--- src/design/pts_pkg.sv ---
// ----------------------------------------------------------------------------
// pts_pkg
// Shared types, codes and sizes of the priority thread scheduler.
// ----------------------------------------------------------------------------
package pts_pkg;

	localparam int MAX_SLOTS_DEF = 8;
	localparam int NO_PRIORITY   = 256;
	localparam int ID_SHIFT      = 16;

	typedef enum logic [2:0] {
		OP_TICK     = 3'd0,
		OP_SCHEDULE = 3'd1,
		OP_SLEEP    = 3'd2,
		OP_ADD      = 3'd3,
		OP_EVENT    = 3'd4,
		OP_KILL     = 3'd5,
		OP_BLOCK    = 3'd6,
		OP_NOP      = 3'd7
	} op_t;

	typedef enum logic [1:0] {
		ST_OK       = 2'd0,
		ST_FULL     = 2'd1,
		ST_LAST     = 2'd2,
		ST_NOTFOUND = 2'd3
	} status_t;

	typedef enum logic [2:0] {
		S_IDLE,
		S_WALK,
		S_EMIT_EV,
		S_DONE,
		S_OUT
	} state_t;

	typedef struct packed {
		logic [2:0]  op;
		logic [7:0]  priority_req;
		logic [31:0] duration;
		logic [31:0] period;
		logic [31:0] thread_id;
		logic [2:0]  slot;
		logic        blocked_flag;
	} in_item_t;

	typedef struct packed {
		logic        kind;
		logic [1:0]  status;
		logic [2:0]  event_index;
		logic [31:0] thread_id_out;
		logic [2:0]  current_slot_out;
		logic        switch_request;
		logic        last;
	} out_item_t;

	// controller to datapath
	typedef struct packed {
		logic start;     // latch item, reset walk index
		logic step;      // process one walk element
		logic finish;    // apply the op's closing update
		logic load_ev;   // load a fired event result
		logic load_st;   // load the status result
	} cmd_t;

	// datapath to controller
	typedef struct packed {
		logic walk_done;
		logic ev_fire;   // current step fires an event (tick)
	} sts_t;

endpackage

--- src/design/pts_datapath.sv ---
// ----------------------------------------------------------------------------
// pts_datapath
// Thread table, event list and one-element-per-cycle walk unit that pauses while a fired event is emitted.
// ----------------------------------------------------------------------------
module pts_datapath #(
	parameter int MAX_SLOTS = pts_pkg::MAX_SLOTS_DEF
) (
	input  logic               clk,
	input  logic               arst_n,
	input  pts_pkg::in_item_t  in_item,
	input  pts_pkg::cmd_t      cmd,
	output pts_pkg::sts_t      sts,
	output pts_pkg::out_item_t res
);
	import pts_pkg::*;

	localparam int SW = $clog2(MAX_SLOTS);
	localparam int CW = $clog2(MAX_SLOTS + 1);

	logic [MAX_SLOTS-1:0] alive_q, asleep_q, blocked_q;
	logic [7:0]  prio_q  [MAX_SLOTS];
	logic [31:0] wake_q  [MAX_SLOTS];
	logic [SW-1:0] nxt_q [MAX_SLOTS];
	logic [SW-1:0] prv_q [MAX_SLOTS];
	logic [31:0] id_q    [MAX_SLOTS];
	logic [31:0] eper_q  [MAX_SLOTS];
	logic [31:0] edue_q  [MAX_SLOTS];
	logic [SW-1:0] cur_q;
	logic [CW-1:0] tcnt_q, ecnt_q;
	logic [31:0] time_q;
	logic [15:0] idc_q;

	in_item_t      it_q;
	logic [CW-1:0] idx_q;     // walk counter
	logic [SW-1:0] p_q;       // ring pointer for schedule
	logic [8:0]    best_q;
	logic [SW-1:0] free_q, kill_q;
	logic          free_ok_q, kill_ok_q;
	logic [SW-1:0] fire_q;
	status_t       st_q;      // status of the closing update
	status_t       fin_st;
	out_item_t     st_item;

	logic [SW-1:0] iw;
	logic [31:0]   tnow;
	logic [SW-1:0] cur_ix;
	assign iw     = idx_q[SW-1:0];
	assign tnow   = time_q;   // time is advanced at start of a tick
	assign cur_ix = cur_q;

	// walk length and event firing test
	always_comb begin
		sts.ev_fire   = 1'b0;
		sts.walk_done = 1'b1;
		case (op_t'(it_q.op))
			OP_TICK: begin
				sts.walk_done = (idx_q >= CW'(MAX_SLOTS));
				sts.ev_fire = !sts.walk_done && (idx_q < ecnt_q) && (edue_q[iw] == tnow);
			end
			OP_SCHEDULE: sts.walk_done = (idx_q >= tcnt_q);
			OP_ADD, OP_KILL: sts.walk_done = (idx_q >= CW'(MAX_SLOTS));
			default: sts.walk_done = 1'b1;
		endcase
	end

	logic [31:0] cur_id;
	assign cur_id = alive_q[cur_ix] ? id_q[cur_ix] : 32'd0;

	// status decided before the counts move
	always_comb begin
		fin_st = ST_OK;
		case (op_t'(it_q.op))
			OP_ADD: if (!(free_ok_q && tcnt_q < CW'(MAX_SLOTS)))
				fin_st = ST_FULL;
			OP_EVENT: if (ecnt_q >= CW'(MAX_SLOTS))
				fin_st = ST_FULL;
			OP_KILL: if (tcnt_q == CW'(1))
				fin_st = ST_LAST;
			else if (!kill_ok_q)
				fin_st = ST_NOTFOUND;
			default: ;
		endcase
	end

	// control registers
	always_ff @(posedge clk or negedge arst_n) begin
		if (!arst_n) begin
			alive_q   <= '0;
			asleep_q  <= '0;
			blocked_q <= '0;
			cur_q     <= '0;
			tcnt_q    <= '0;
			ecnt_q    <= '0;
			time_q    <= '0;
			idc_q     <= '0;
		end else begin
			if (cmd.start && op_t'(in_item.op) == OP_TICK)
				time_q <= time_q + 32'd1;
			if (cmd.step) begin
				case (op_t'(it_q.op))
					OP_TICK: if (alive_q[iw] && asleep_q[iw] && wake_q[iw] == tnow)
						asleep_q[iw] <= 1'b0;
					OP_SCHEDULE: if (!asleep_q[p_q] && !blocked_q[p_q]
							&& {1'b0, prio_q[p_q]} < best_q)
						cur_q <= p_q;
					default: ;
				endcase
			end
			if (cmd.finish) begin
				case (op_t'(it_q.op))
					OP_SLEEP: asleep_q[cur_ix] <= 1'b1;
					OP_ADD: if (free_ok_q && tcnt_q < CW'(MAX_SLOTS)) begin
						alive_q[free_q]   <= 1'b1;
						asleep_q[free_q]  <= 1'b0;
						blocked_q[free_q] <= 1'b0;
						idc_q  <= idc_q + 16'd1;
						tcnt_q <= tcnt_q + CW'(1);
					end
					OP_EVENT: if (ecnt_q < CW'(MAX_SLOTS))
						ecnt_q <= ecnt_q + CW'(1);
					OP_KILL: if (tcnt_q != CW'(1) && kill_ok_q) begin
						alive_q[kill_q] <= 1'b0;
						if (tcnt_q != '0)
							tcnt_q <= tcnt_q - CW'(1);
					end
					OP_BLOCK: if ({29'd0, it_q.slot} < 32'(MAX_SLOTS))
						blocked_q[it_q.slot[SW-1:0]] <= it_q.blocked_flag;
					default: ;
				endcase
			end
		end
	end

	// walk state and payload tables
	always_ff @(posedge clk) begin
		if (cmd.start) begin
			it_q      <= in_item;
			idx_q     <= '0;
			p_q       <= nxt_q[cur_ix];
			best_q    <= 9'(NO_PRIORITY);
			free_ok_q <= 1'b0;
			kill_ok_q <= 1'b0;
		end
		if (cmd.step) begin
			idx_q <= idx_q + CW'(1);
			case (op_t'(it_q.op))
				OP_TICK: if (sts.ev_fire) begin
					edue_q[iw] <= eper_q[iw] + tnow;
					fire_q     <= iw;
				end
				OP_SCHEDULE: begin
					if (!asleep_q[p_q] && !blocked_q[p_q] && {1'b0, prio_q[p_q]} < best_q)
						best_q <= {1'b0, prio_q[p_q]};
					p_q <= nxt_q[p_q];
				end
				OP_ADD: if (!free_ok_q && !alive_q[iw]) begin
					free_ok_q <= 1'b1;
					free_q    <= iw;
				end
				OP_KILL: if (!kill_ok_q && alive_q[iw] && id_q[iw] == it_q.thread_id) begin
					kill_ok_q <= 1'b1;
					kill_q    <= iw;
				end
				default: ;
			endcase
		end
		if (cmd.finish) begin
			st_q <= fin_st;
			case (op_t'(it_q.op))
				OP_SLEEP: wake_q[cur_ix] <= it_q.duration + time_q;
				OP_ADD: if (free_ok_q && tcnt_q < CW'(MAX_SLOTS)) begin
					prio_q[free_q] <= it_q.priority_req;
					id_q[free_q]   <= {idc_q, 16'(free_q)};
					if (tcnt_q == '0) begin
						nxt_q[free_q] <= free_q;
						prv_q[free_q] <= free_q;
					end else begin
						// new slot may be the killed current slot or its old successor
						if (nxt_q[cur_ix] != free_q)
							prv_q[nxt_q[cur_ix]] <= free_q;
						if (free_q != cur_ix)
							nxt_q[free_q] <= nxt_q[cur_ix];
						nxt_q[cur_ix] <= free_q;
						prv_q[free_q] <= cur_ix;
					end
				end
				OP_EVENT: if (ecnt_q < CW'(MAX_SLOTS)) begin
					eper_q[ecnt_q[SW-1:0]] <= it_q.period;
					edue_q[ecnt_q[SW-1:0]] <= it_q.period + time_q;
				end
				OP_KILL: if (tcnt_q != CW'(1) && kill_ok_q) begin
					nxt_q[prv_q[kill_q]] <= nxt_q[kill_q];
					prv_q[nxt_q[kill_q]] <= prv_q[kill_q];
				end
				default: ;
			endcase
		end
	end

	// status result contents
	always_comb begin
		st_item                  = '0;
		st_item.status           = st_q;
		st_item.thread_id_out    = cur_id;
		st_item.current_slot_out = 3'(cur_q);
		st_item.last             = 1'b1;
		case (op_t'(it_q.op))
			OP_TICK, OP_SLEEP: st_item.switch_request = 1'b1;
			OP_ADD: if (st_q == ST_OK)
				st_item.thread_id_out = id_q[free_q];
			OP_EVENT: if (st_q == ST_OK)
				st_item.event_index = 3'(ecnt_q - CW'(1));
			OP_KILL: if (st_q == ST_OK)
				st_item.switch_request = (kill_q == cur_q);
			default: ;
		endcase
	end

	// result register
	always_ff @(posedge clk) begin
		if (cmd.load_ev) begin
			res <= '{kind: 1'b1, status: ST_OK, event_index: 3'(fire_q),
				thread_id_out: 32'd0, current_slot_out: 3'(cur_q),
				switch_request: 1'b0, last: 1'b0};
		end else if (cmd.load_st) begin
			res <= st_item;
		end
	end

endmodule

--- src/design/pts_ctrl.sv ---
// ----------------------------------------------------------------------------
// pts_ctrl
// Sequencer: accept, walk, emit fired events, finish, present status.
// ----------------------------------------------------------------------------
module pts_ctrl (
	input  logic          clk,
	input  logic          arst_n,
	input  logic          in_valid,
	output logic          in_ready,
	output logic          out_valid,
	input  logic          out_ready,
	input  logic          res_last,
	input  pts_pkg::sts_t sts,
	output pts_pkg::cmd_t cmd
);
	import pts_pkg::*;

	state_t state_q, state_d;

	always_ff @(posedge clk or negedge arst_n) begin
		if (!arst_n)
			state_q <= S_IDLE;
		else
			state_q <= state_d;
	end

	// next state and commands
	always_comb begin
		state_d   = state_q;
		cmd       = '0;
		in_ready  = 1'b0;
		out_valid = 1'b0;
		case (state_q)
			S_IDLE: begin
				in_ready = 1'b1;
				if (in_valid) begin
					cmd.start = 1'b1;
					state_d   = S_WALK;
				end
			end
			S_WALK: begin
				if (sts.walk_done) begin
					cmd.finish = 1'b1;
					state_d    = S_DONE;
				end else begin
					cmd.step = 1'b1;
					if (sts.ev_fire)
						state_d = S_EMIT_EV;
				end
			end
			S_EMIT_EV: begin
				cmd.load_ev = 1'b1;
				state_d     = S_OUT;
			end
			S_DONE: begin
				cmd.load_st = 1'b1;
				state_d     = S_OUT;
			end
			S_OUT: begin
				out_valid = 1'b1;
				if (out_ready)
					state_d = res_last ? S_IDLE : S_WALK;
			end
			default: state_d = S_IDLE;
		endcase
	end

endmodule

--- src/design/priority_thread_scheduler.sv ---
// ----------------------------------------------------------------------------
// priority_thread_scheduler
// Thread slot table with ring scheduling, sleep and periodic events.
// ----------------------------------------------------------------------------
// One item at a time. Tick, add thread and kill walk all MAX_SLOTS entries one
// per cycle, a tick pausing for each fired event; schedule walks thread_count
// ring steps; other ops finish at once. The time an item takes is set by the
// single shared walk unit in the datapath and by the handshake of each fired
// event and result.
module priority_thread_scheduler #(
	parameter int MAX_SLOTS = pts_pkg::MAX_SLOTS_DEF
) (
	input  logic               clk,
	input  logic               arst_n,
	input  logic               in_valid,
	output logic               in_ready,
	input  pts_pkg::in_item_t  in_data,
	output logic               out_valid,
	input  logic               out_ready,
	output pts_pkg::out_item_t out_data
);
	import pts_pkg::*;

	cmd_t cmd;
	sts_t sts;

	pts_ctrl u_ctrl (
		.clk(clk), .arst_n(arst_n), .in_valid(in_valid), .in_ready(in_ready),
		.out_valid(out_valid), .out_ready(out_ready), .res_last(out_data.last),
		.sts(sts), .cmd(cmd)
	);

	pts_datapath #(.MAX_SLOTS(MAX_SLOTS)) u_dp (
		.clk(clk), .arst_n(arst_n), .in_item(in_data), .cmd(cmd), .sts(sts),
		.res(out_data)
	);

`ifndef NO_ASSERTIONS
	// no new item while a result is offered
	a_excl: assert property (@(posedge clk) disable iff (!arst_n)
		!(in_ready && out_valid)) else $error("accept during output");
	// a fired event result is never the last
	a_evlast: assert property (@(posedge clk) disable iff (!arst_n)
		out_valid && out_data.kind |-> !out_data.last) else $error("event marked last");
	// only one command kind per cycle
	a_cmd: assert property (@(posedge clk) disable iff (!arst_n)
		$onehot0(cmd)) else $error("command overlap");
`endif

endmodule

--- config.mk ---
export PLATFORM = sky130hd
export DESIGN_NAME = priority_thread_scheduler
export DESIGN_NICKNAME = d
export VERILOG_FILES = /design/src/design/pts_pkg.sv /design/src/design/pts_datapath.sv /design/src/design/pts_ctrl.sv /design/src/design/priority_thread_scheduler.sv
export SDC_FILE = /design/constraint.sdc
export NUM_CORES = 2
export LEC_CHECK = 0
export BUFFER_PORTS_ARGS = -buffer_cell sky130_fd_sc_hd__buf_2
export CORE_ASPECT_RATIO = 0.75
export CORE_UTILIZATION = 35
export DETAILED_ROUTE_END_ITERATION = 10
export PLACE_DENSITY_LB_ADDON = 0.1
export SLEW_MARGIN = 5
export SYNTH_ARGS = -nofsm -noshare
export SYNTH_HDL_FRONTEND = slang
export SYNTH_SLANG_ARGS = --single-unit
export TNS_END_PERCENT = 1
--- constraint.sdc ---
create_clock -name clk -period 6.9 [get_ports clk]
set_input_delay 0.69 -clock clk [delete_from_list [all_inputs] [get_ports clk]]
set_output_delay 0.69 -clock clk [all_outputs]
set_load 0.01 [all_outputs]
# Word-level counts from Yosys, hierarchy flattened
# Memory sizes are Yosys's and may differ from the RTL's. A register that Yosys moved wholly into a read port is not among the register bits.
# Cells that the tools add are included.
# op_classes
addsub	10
order_cmp	18
eq_ne	24
mux	143
bitwise_logic	11
reduce_logical	49
# ops
cell	n
$mux 32	4
$add 32x32->32	3
$eq 32x32->1	3
$mux 40	2
$mux 1	75
$mux 3	23
$mux 8	8
$pmux 8 s2	3
$mux 9	4
$add 32x1->32 const B	1
$and 8x8->8	4
$reduce_or 32->1	1
$lt 3x4->1 const B	6
$not 8->8	3
$reduce_and 3->1	8
$mux 4	5
$logic_and 1x1->1	17
$add 16x1->16 const B	1
$or 8x8->8	2
$bmux 1 s3	5
$demux 1 s3	5
$ge 3x1->1 const B	5
$add 4x1->4 const B	3
$eq 3x2->1 const B	4
33 further kinds	60
# totals
ff_bits	269
ramBits	1032
in_bits	115
output_inout_bits	45
elab_cells	294
mem_count	7
# mem_list
memory	depth	word_bits	read_ports	rd_ports_with_merged_regs	wr	line_no	text
u_dp.edue_q	8	32	1	1	1	pts_datapath.sv:27	logic [31:0] edue_q [MAX_SLOTS];
u_dp.eper_q	8	32	1	1	1	pts_datapath.sv:26	logic [31:0] eper_q [MAX_SLOTS];
u_dp.wake_q	8	32	1	1	1	pts_datapath.sv:22	logic [31:0] wake_q [MAX_SLOTS];
u_dp.id_q	8	19	3	2	1	pts_datapath.sv:25	logic [31:0] id_q [MAX_SLOTS];
u_dp.prio_q	8	8	1	1	1	pts_datapath.sv:21	logic [7:0] prio_q [MAX_SLOTS];
u_dp.nxt_q	8	3	3	2	2	pts_datapath.sv:23	logic [SW-1:0] nxt_q [MAX_SLOTS];
1 more memories	-	-	-	-	-	-	

# Longest topological paths before layout
# depth
ltp_word	13
ltp_mapped	22
ltp_nobuf	15

# Cells and area by module
# A second synthesis with hierarchy kept.
# unflattened
hier_cells	3415
hier_area_um2	57221.1
# modules_own_cells
module	instances	cells_per_inst	area_per_inst_um2	seq_area_each_um2
pts_datapath	1	3394	57017.2	37971.4
pts_ctrl	1	21	203.9	75.1

# Worst setup path before layout
# OpenSTA, ideal clock, no wires.
# synth_path
path_type	register -> register
startpoint	reg u_ctrl.state_q[0]
endpoint	mem u_dp.edue_q[0][0] (enable)
setup_ns	0.388
t_arrival_ns	5.306
required_ns	6.512
slack_ns	1.206
stages_incl_launch_ff	6
path_buffers	1
synth_period_minus_slack_ns	5.694
path_cell_list	dfrtp_1 -> clkbuf_1 -> nor3b_1 -> nand3_1 -> nor4_1 -> a21o_1
# synth_via
elab_chain_cells	6
elab_cells_between_ends	9
classes_between	1 x eq/ne; 7 x mux; 1 x reduce/logical
# synth_rtl
item	line_no	text
from (decl)	pts_ctrl.sv:18	state_t state_q, state_d;
from (signal assigned)	pts_ctrl.sv:24	state_q <= state_d;
$eq 3x1->1 *	pts_ctrl.sv:33	case (state_q)
$mux 2 *	pts_ctrl.sv:33	
$mux 1	pts_datapath.sv:167	if (cmd.finish) begin
$mux 1 (not written as such)	pts_datapath.sv:189	edue_q[ecnt_q[SW-1:0]] <= it_q.period + time_q;
$reduce_or 32->1 (no line)	-	
$mux 3 (no line) / $mux 1 (equally long branches)	-	
to (decl)	pts_datapath.sv:27	
# Mark *: on every way between the ends. The rest lies on a longest branch, timed or not.

# Worst setup path after layout
# layout_path
startpoint	reg u_dp.it_q[109] in the netlist's numbering
endpoint	mem u_dp.edue_q[5][31] (data pin)
# layout_via
elab_chain_cells	9
elab_cells_between_ends	14
classes_between	4 x eq/ne; 7 x mux; 3 x reduce/logical
# layout_rtl
item	line_no	text
from (decl)	pts_datapath.sv:33	in_item_t it_q;
from (signal assigned)	pts_datapath.sv:137	it_q <= in_item;
$eq 3x2->1 (tied with other cells)	pts_datapath.sv:55	case (op_t'(it_q.op))
$reduce_or 3->1 (no line)	-	
$pmux 1 s2	pts_datapath.sv:55	
$mux 1	pts_ctrl.sv:42	if (sts.walk_done) begin
$mux 2	pts_ctrl.sv:33	
$mux 1 *	pts_datapath.sv:167	
$mux 1 (not written as such) *	pts_datapath.sv:189	
$reduce_or 32->1 (no line) *	-	
$mux 32 (no line) *	-	
# Marks and branches as above.

==> results.toml <==
[finish]
final_cell_area_sq_um = 65900
fin_util_pct = 40.5
area_delta_synth_final_pct = 14.7
drive_above_1_share_pct = 24.4
fillers = 14775
nNetsFinal = 3887

[sta]
period_needed_ps = 5580
tightest_slew_ps = 1310
final.setup.tns_ps = 0
finClkSkew_ps = 33.0
fin_crit_sh_pct = 80.8
relSlewSlack_pct = 12.3
finalHoldViolations = 0
timing.fmax_ghz = 0.179
drv_slew = 0
setup_violations = 0
rsz0062_at_grt = "no"

[synth]
yosys_warnings = 0
async_flop_share_pct = 6.63
synth_area_sq_um = 57500
yosysSeqAreaShare_pct = 66.2
syn_inst = 3470
ys_seq_elements = 1297
avgSynthCellArea_sq_um = 16.6
ys_types = 80
synthFlopType = "edfxtp_1"
synth_edf_count = 1164

[setup_path]
cp_data_arrival_time_ps = 6050
endpoint_kind = "flip-flop"
crit_fanout = 42
path_class = "flip-flop to flip-flop"
startpoint_type = "flip-flop"
required_ps = 7370

[status]
outcome = "finished clean"

[global_routing]
grt_max_degree = 56
grt_usage_pct = 20.4
antenna_found_initial = 2
grt_pass1_wl_um = 244000
grt_overflow_total = 0
grt_pass1_vias = 32945

[die]
io_pins = 160
core.rowCount = 128
start_util_pct = 35.3
die_y_um = 353
dieArea_sq_um = 166000
die_w_um = 470
core_sq_um = 163000

[clocking]
clock_latency_ps = 800
cts_resized = 0
cts_buffers = 140
cts_sinks = 1297
path_clk_slew_ps = 70
cts_buffer_depth = 3
cts_tree = "done"
htree_num_levels = 4
cts.root.buffer_cell = "clkbuf_16"

[route]
drtIter0Drc = 3284
drt_wl_total_um = 170000
route.detailed.drc = 0
wire_per_inst_um = 28.6
num_vias = 32767
drt_first_pass_iters = 6
drtAntennaViolNets = 0
routed_via_density = 5.51

[placed_design]
gp_congestion = 0.825
io_buffers = 146
hpwl_um = 109000
placement.cell_area_sq_um = 61100

[power]
power.total_mw = 25.3
irDropWorstVdd_v = 0.000302
p_leak_nw = 21.8
powerDensity_nw_per_um2 = 384

[flow_run]
cap_violations = 0

[hold_path]
hold_class = "input pin to flip-flop"
[power breakdown]
part | total (mW) | internal, mW | switching [mW]
clock | 7.83 | 4.55 | 3.28
combinational | 7.28 | 2.80 | 4.49
sequential | 10.2 | 9.70 | 0.513
[sequential cells by signal, indices dropped and copies added (netlist names), 8 cells and up, named ones only]
name / cells
u_dp.eper_q: 256
u_dp.alive_q: 8
u_dp.id_q: 152
u_dp.nxt_q: 24
u_dp.edue_q: 256
u_dp.best_q: 9
u_dp.idc_q: 16
u_dp.blocked_q: 8
u_dp.asleep_q: 8
u_dp.prio_q: 64
u_dp.it_q: 111
u_dp.wake_q: 256
u_dp.prv_q: 24
u_dp.res: 30
u_dp.time_q: 32
[synthesized netlist by cell type (8+ instances only)]
cell type	count	share of area, %
nor2_1	152	0.99
nor2b_1	18	0.20
nor4_1	28	0.30
mux2_2	100	2.0
nand2b_1	23	0.25
o21a_1	14	0.18
nand4_1	26	0.28
mux2i_1	155	2.7
and3_1	27	0.29
or3_1	8	0.087
a21oi_1	154	1.3
dfxtp_1	47	1.6
clkbuf_1	96	0.63
a21o_1	32	0.42
buf_2	35	0.30
xor2_1	50	0.76
a221oi_1	23	0.35
o31ai_1	15	0.20
edfxtp_1	1164	61
inv_1	52	0.34
a31oi_1	32	0.35
a211oi_1	13	0.17
o21ai_0	90	0.78
buf_1	32	0.21
o32ai_1	9	0.14
buf_4	22	0.29
nand2_1	131	0.86
and2_1	18	0.20
nand3_1	41	0.36
mux4_2	284	11
buf_6	9	0.18
xnor2_1	139	2.1
ha_1	84	1.8
a22o_1	25	0.38
nand3b_1	9	0.12
nor3_1	48	0.42
o21bai_1	9	0.12
a22oi_1	58	0.76
dfrtp_1	86	3.7
[cell usage in the layout, fill, tap and decap left out, types with 27 or more instances in the layout]
master,instances
a21oi_1,154
inv_1,49
a21o_1,28
nand3_1,40
o21ai_0,90
clkbuf_1,27
mux2_2,100
dfxtp_1,40
a31oi_1,32
edfxtp_1,1164
dfrtp_1,86
mux4_2,284
xor2_1,50
buf_2,145
buf_4,104
nand2_1,131
ha_1,84
nor2_1,136
mux2i_1,155
a22oi_1,58
clkbuf_16,142
nor3_1,42
xnor2_1,139
[worst paths after layout]
path                            slack, ps                 end  cells after the start            from
worst max-delay path                 1320  u_dp.edue_q[5][31]                     13  u_dp.it_q[109]
worst min-delay path                   70       u_dp.it_q[93]                      1     in_data[93]
worst max register to register       1320  u_dp.edue_q[5][31]                     13  u_dp.it_q[109]
worst min register to register        450        u_dp.res[23]                      2    u_dp.res[23]
max in group asynchronous            5270     u_dp.time_q[20]                      3          arst_n
min in group asynchronous             490       u_dp.idc_q[1]                      2          arst_n
[area by class of cell]
class | count | area [sq um] | area share, %
multi-input combinational | 1937 | 18500 | 28.1
timing repair buffer | 257 | 1660 | 2.51
clock buffer | 174 | 3720 | 5.65
tap | 2145 | 2680 | 4.07
sequential | 1297 | 38100 | 57.8
inverter | 53 | 204 | 0.310
clock inverter | 84 | 997 | 1.51
antenna | 4 | 10.0 | 0.0152
[per-layer routing]
metal,GRT usage [%],vias up,share of wire [%]
li1,-,14364,-
met5,0,-,0
met4,4.53,0,1.4
met2,30.2,946,44
met1,31.5,17291,50
met3,3.26,166,5.0
[metrics by stage]
stage / worst slack, ps / hold slack (ps) / std cells
6_report: 1320 / 68.9 / 5951
5_1_grt: 890 / 23.5 / 5947
4_1_cts: 1390 / 2.67 / 5947
3_5_place_dp: 1450 / 437 / 5688
3_3_place_gp: 1520 / 433 / 5688
2_1_floorplan: 1210 / 394 / 3482
[what timing repair did]
action | in CTS | in global routing
endpoints found under the hold margin | 44 | 0
hold buffers | 1 | 0
setup buffers | 0 | 0
[worst max-delay path: stages (launching register included)]
cell	delay, ps
edfxtp_1	560
nor3b_1	660
nand3_4	570
buf_4	470
nor2_1	140
a21oi_1	60
ha_1	410
nand4_1	160
nor3_1	320
o311ai_0	280
a21bo_2	280
and2_1	190
o311a_1	370
a311oi_1	700
[cell families (layout without fill, tap and decap cells)]
group | count (synthesis) | count (layout) | share of synthesized area, %
multiplexers | 540 | 540 | 15.8
AND/OR/NAND/NOR | 572 | 572 | 5.04
flip-flops | 1297 | 1297 | 66.2
XOR/XNOR | 189 | 189 | 2.88
other | 1 | 17 | 0.00653
buffers and inverters | 248 | 568 | 1.98
AO/OA/AOI/OAI | 537 | 537 | 6.14
adder cells (fa/ha/maj) | 86 | 86 | 1.90
Power figures use the tool's default switching activity.
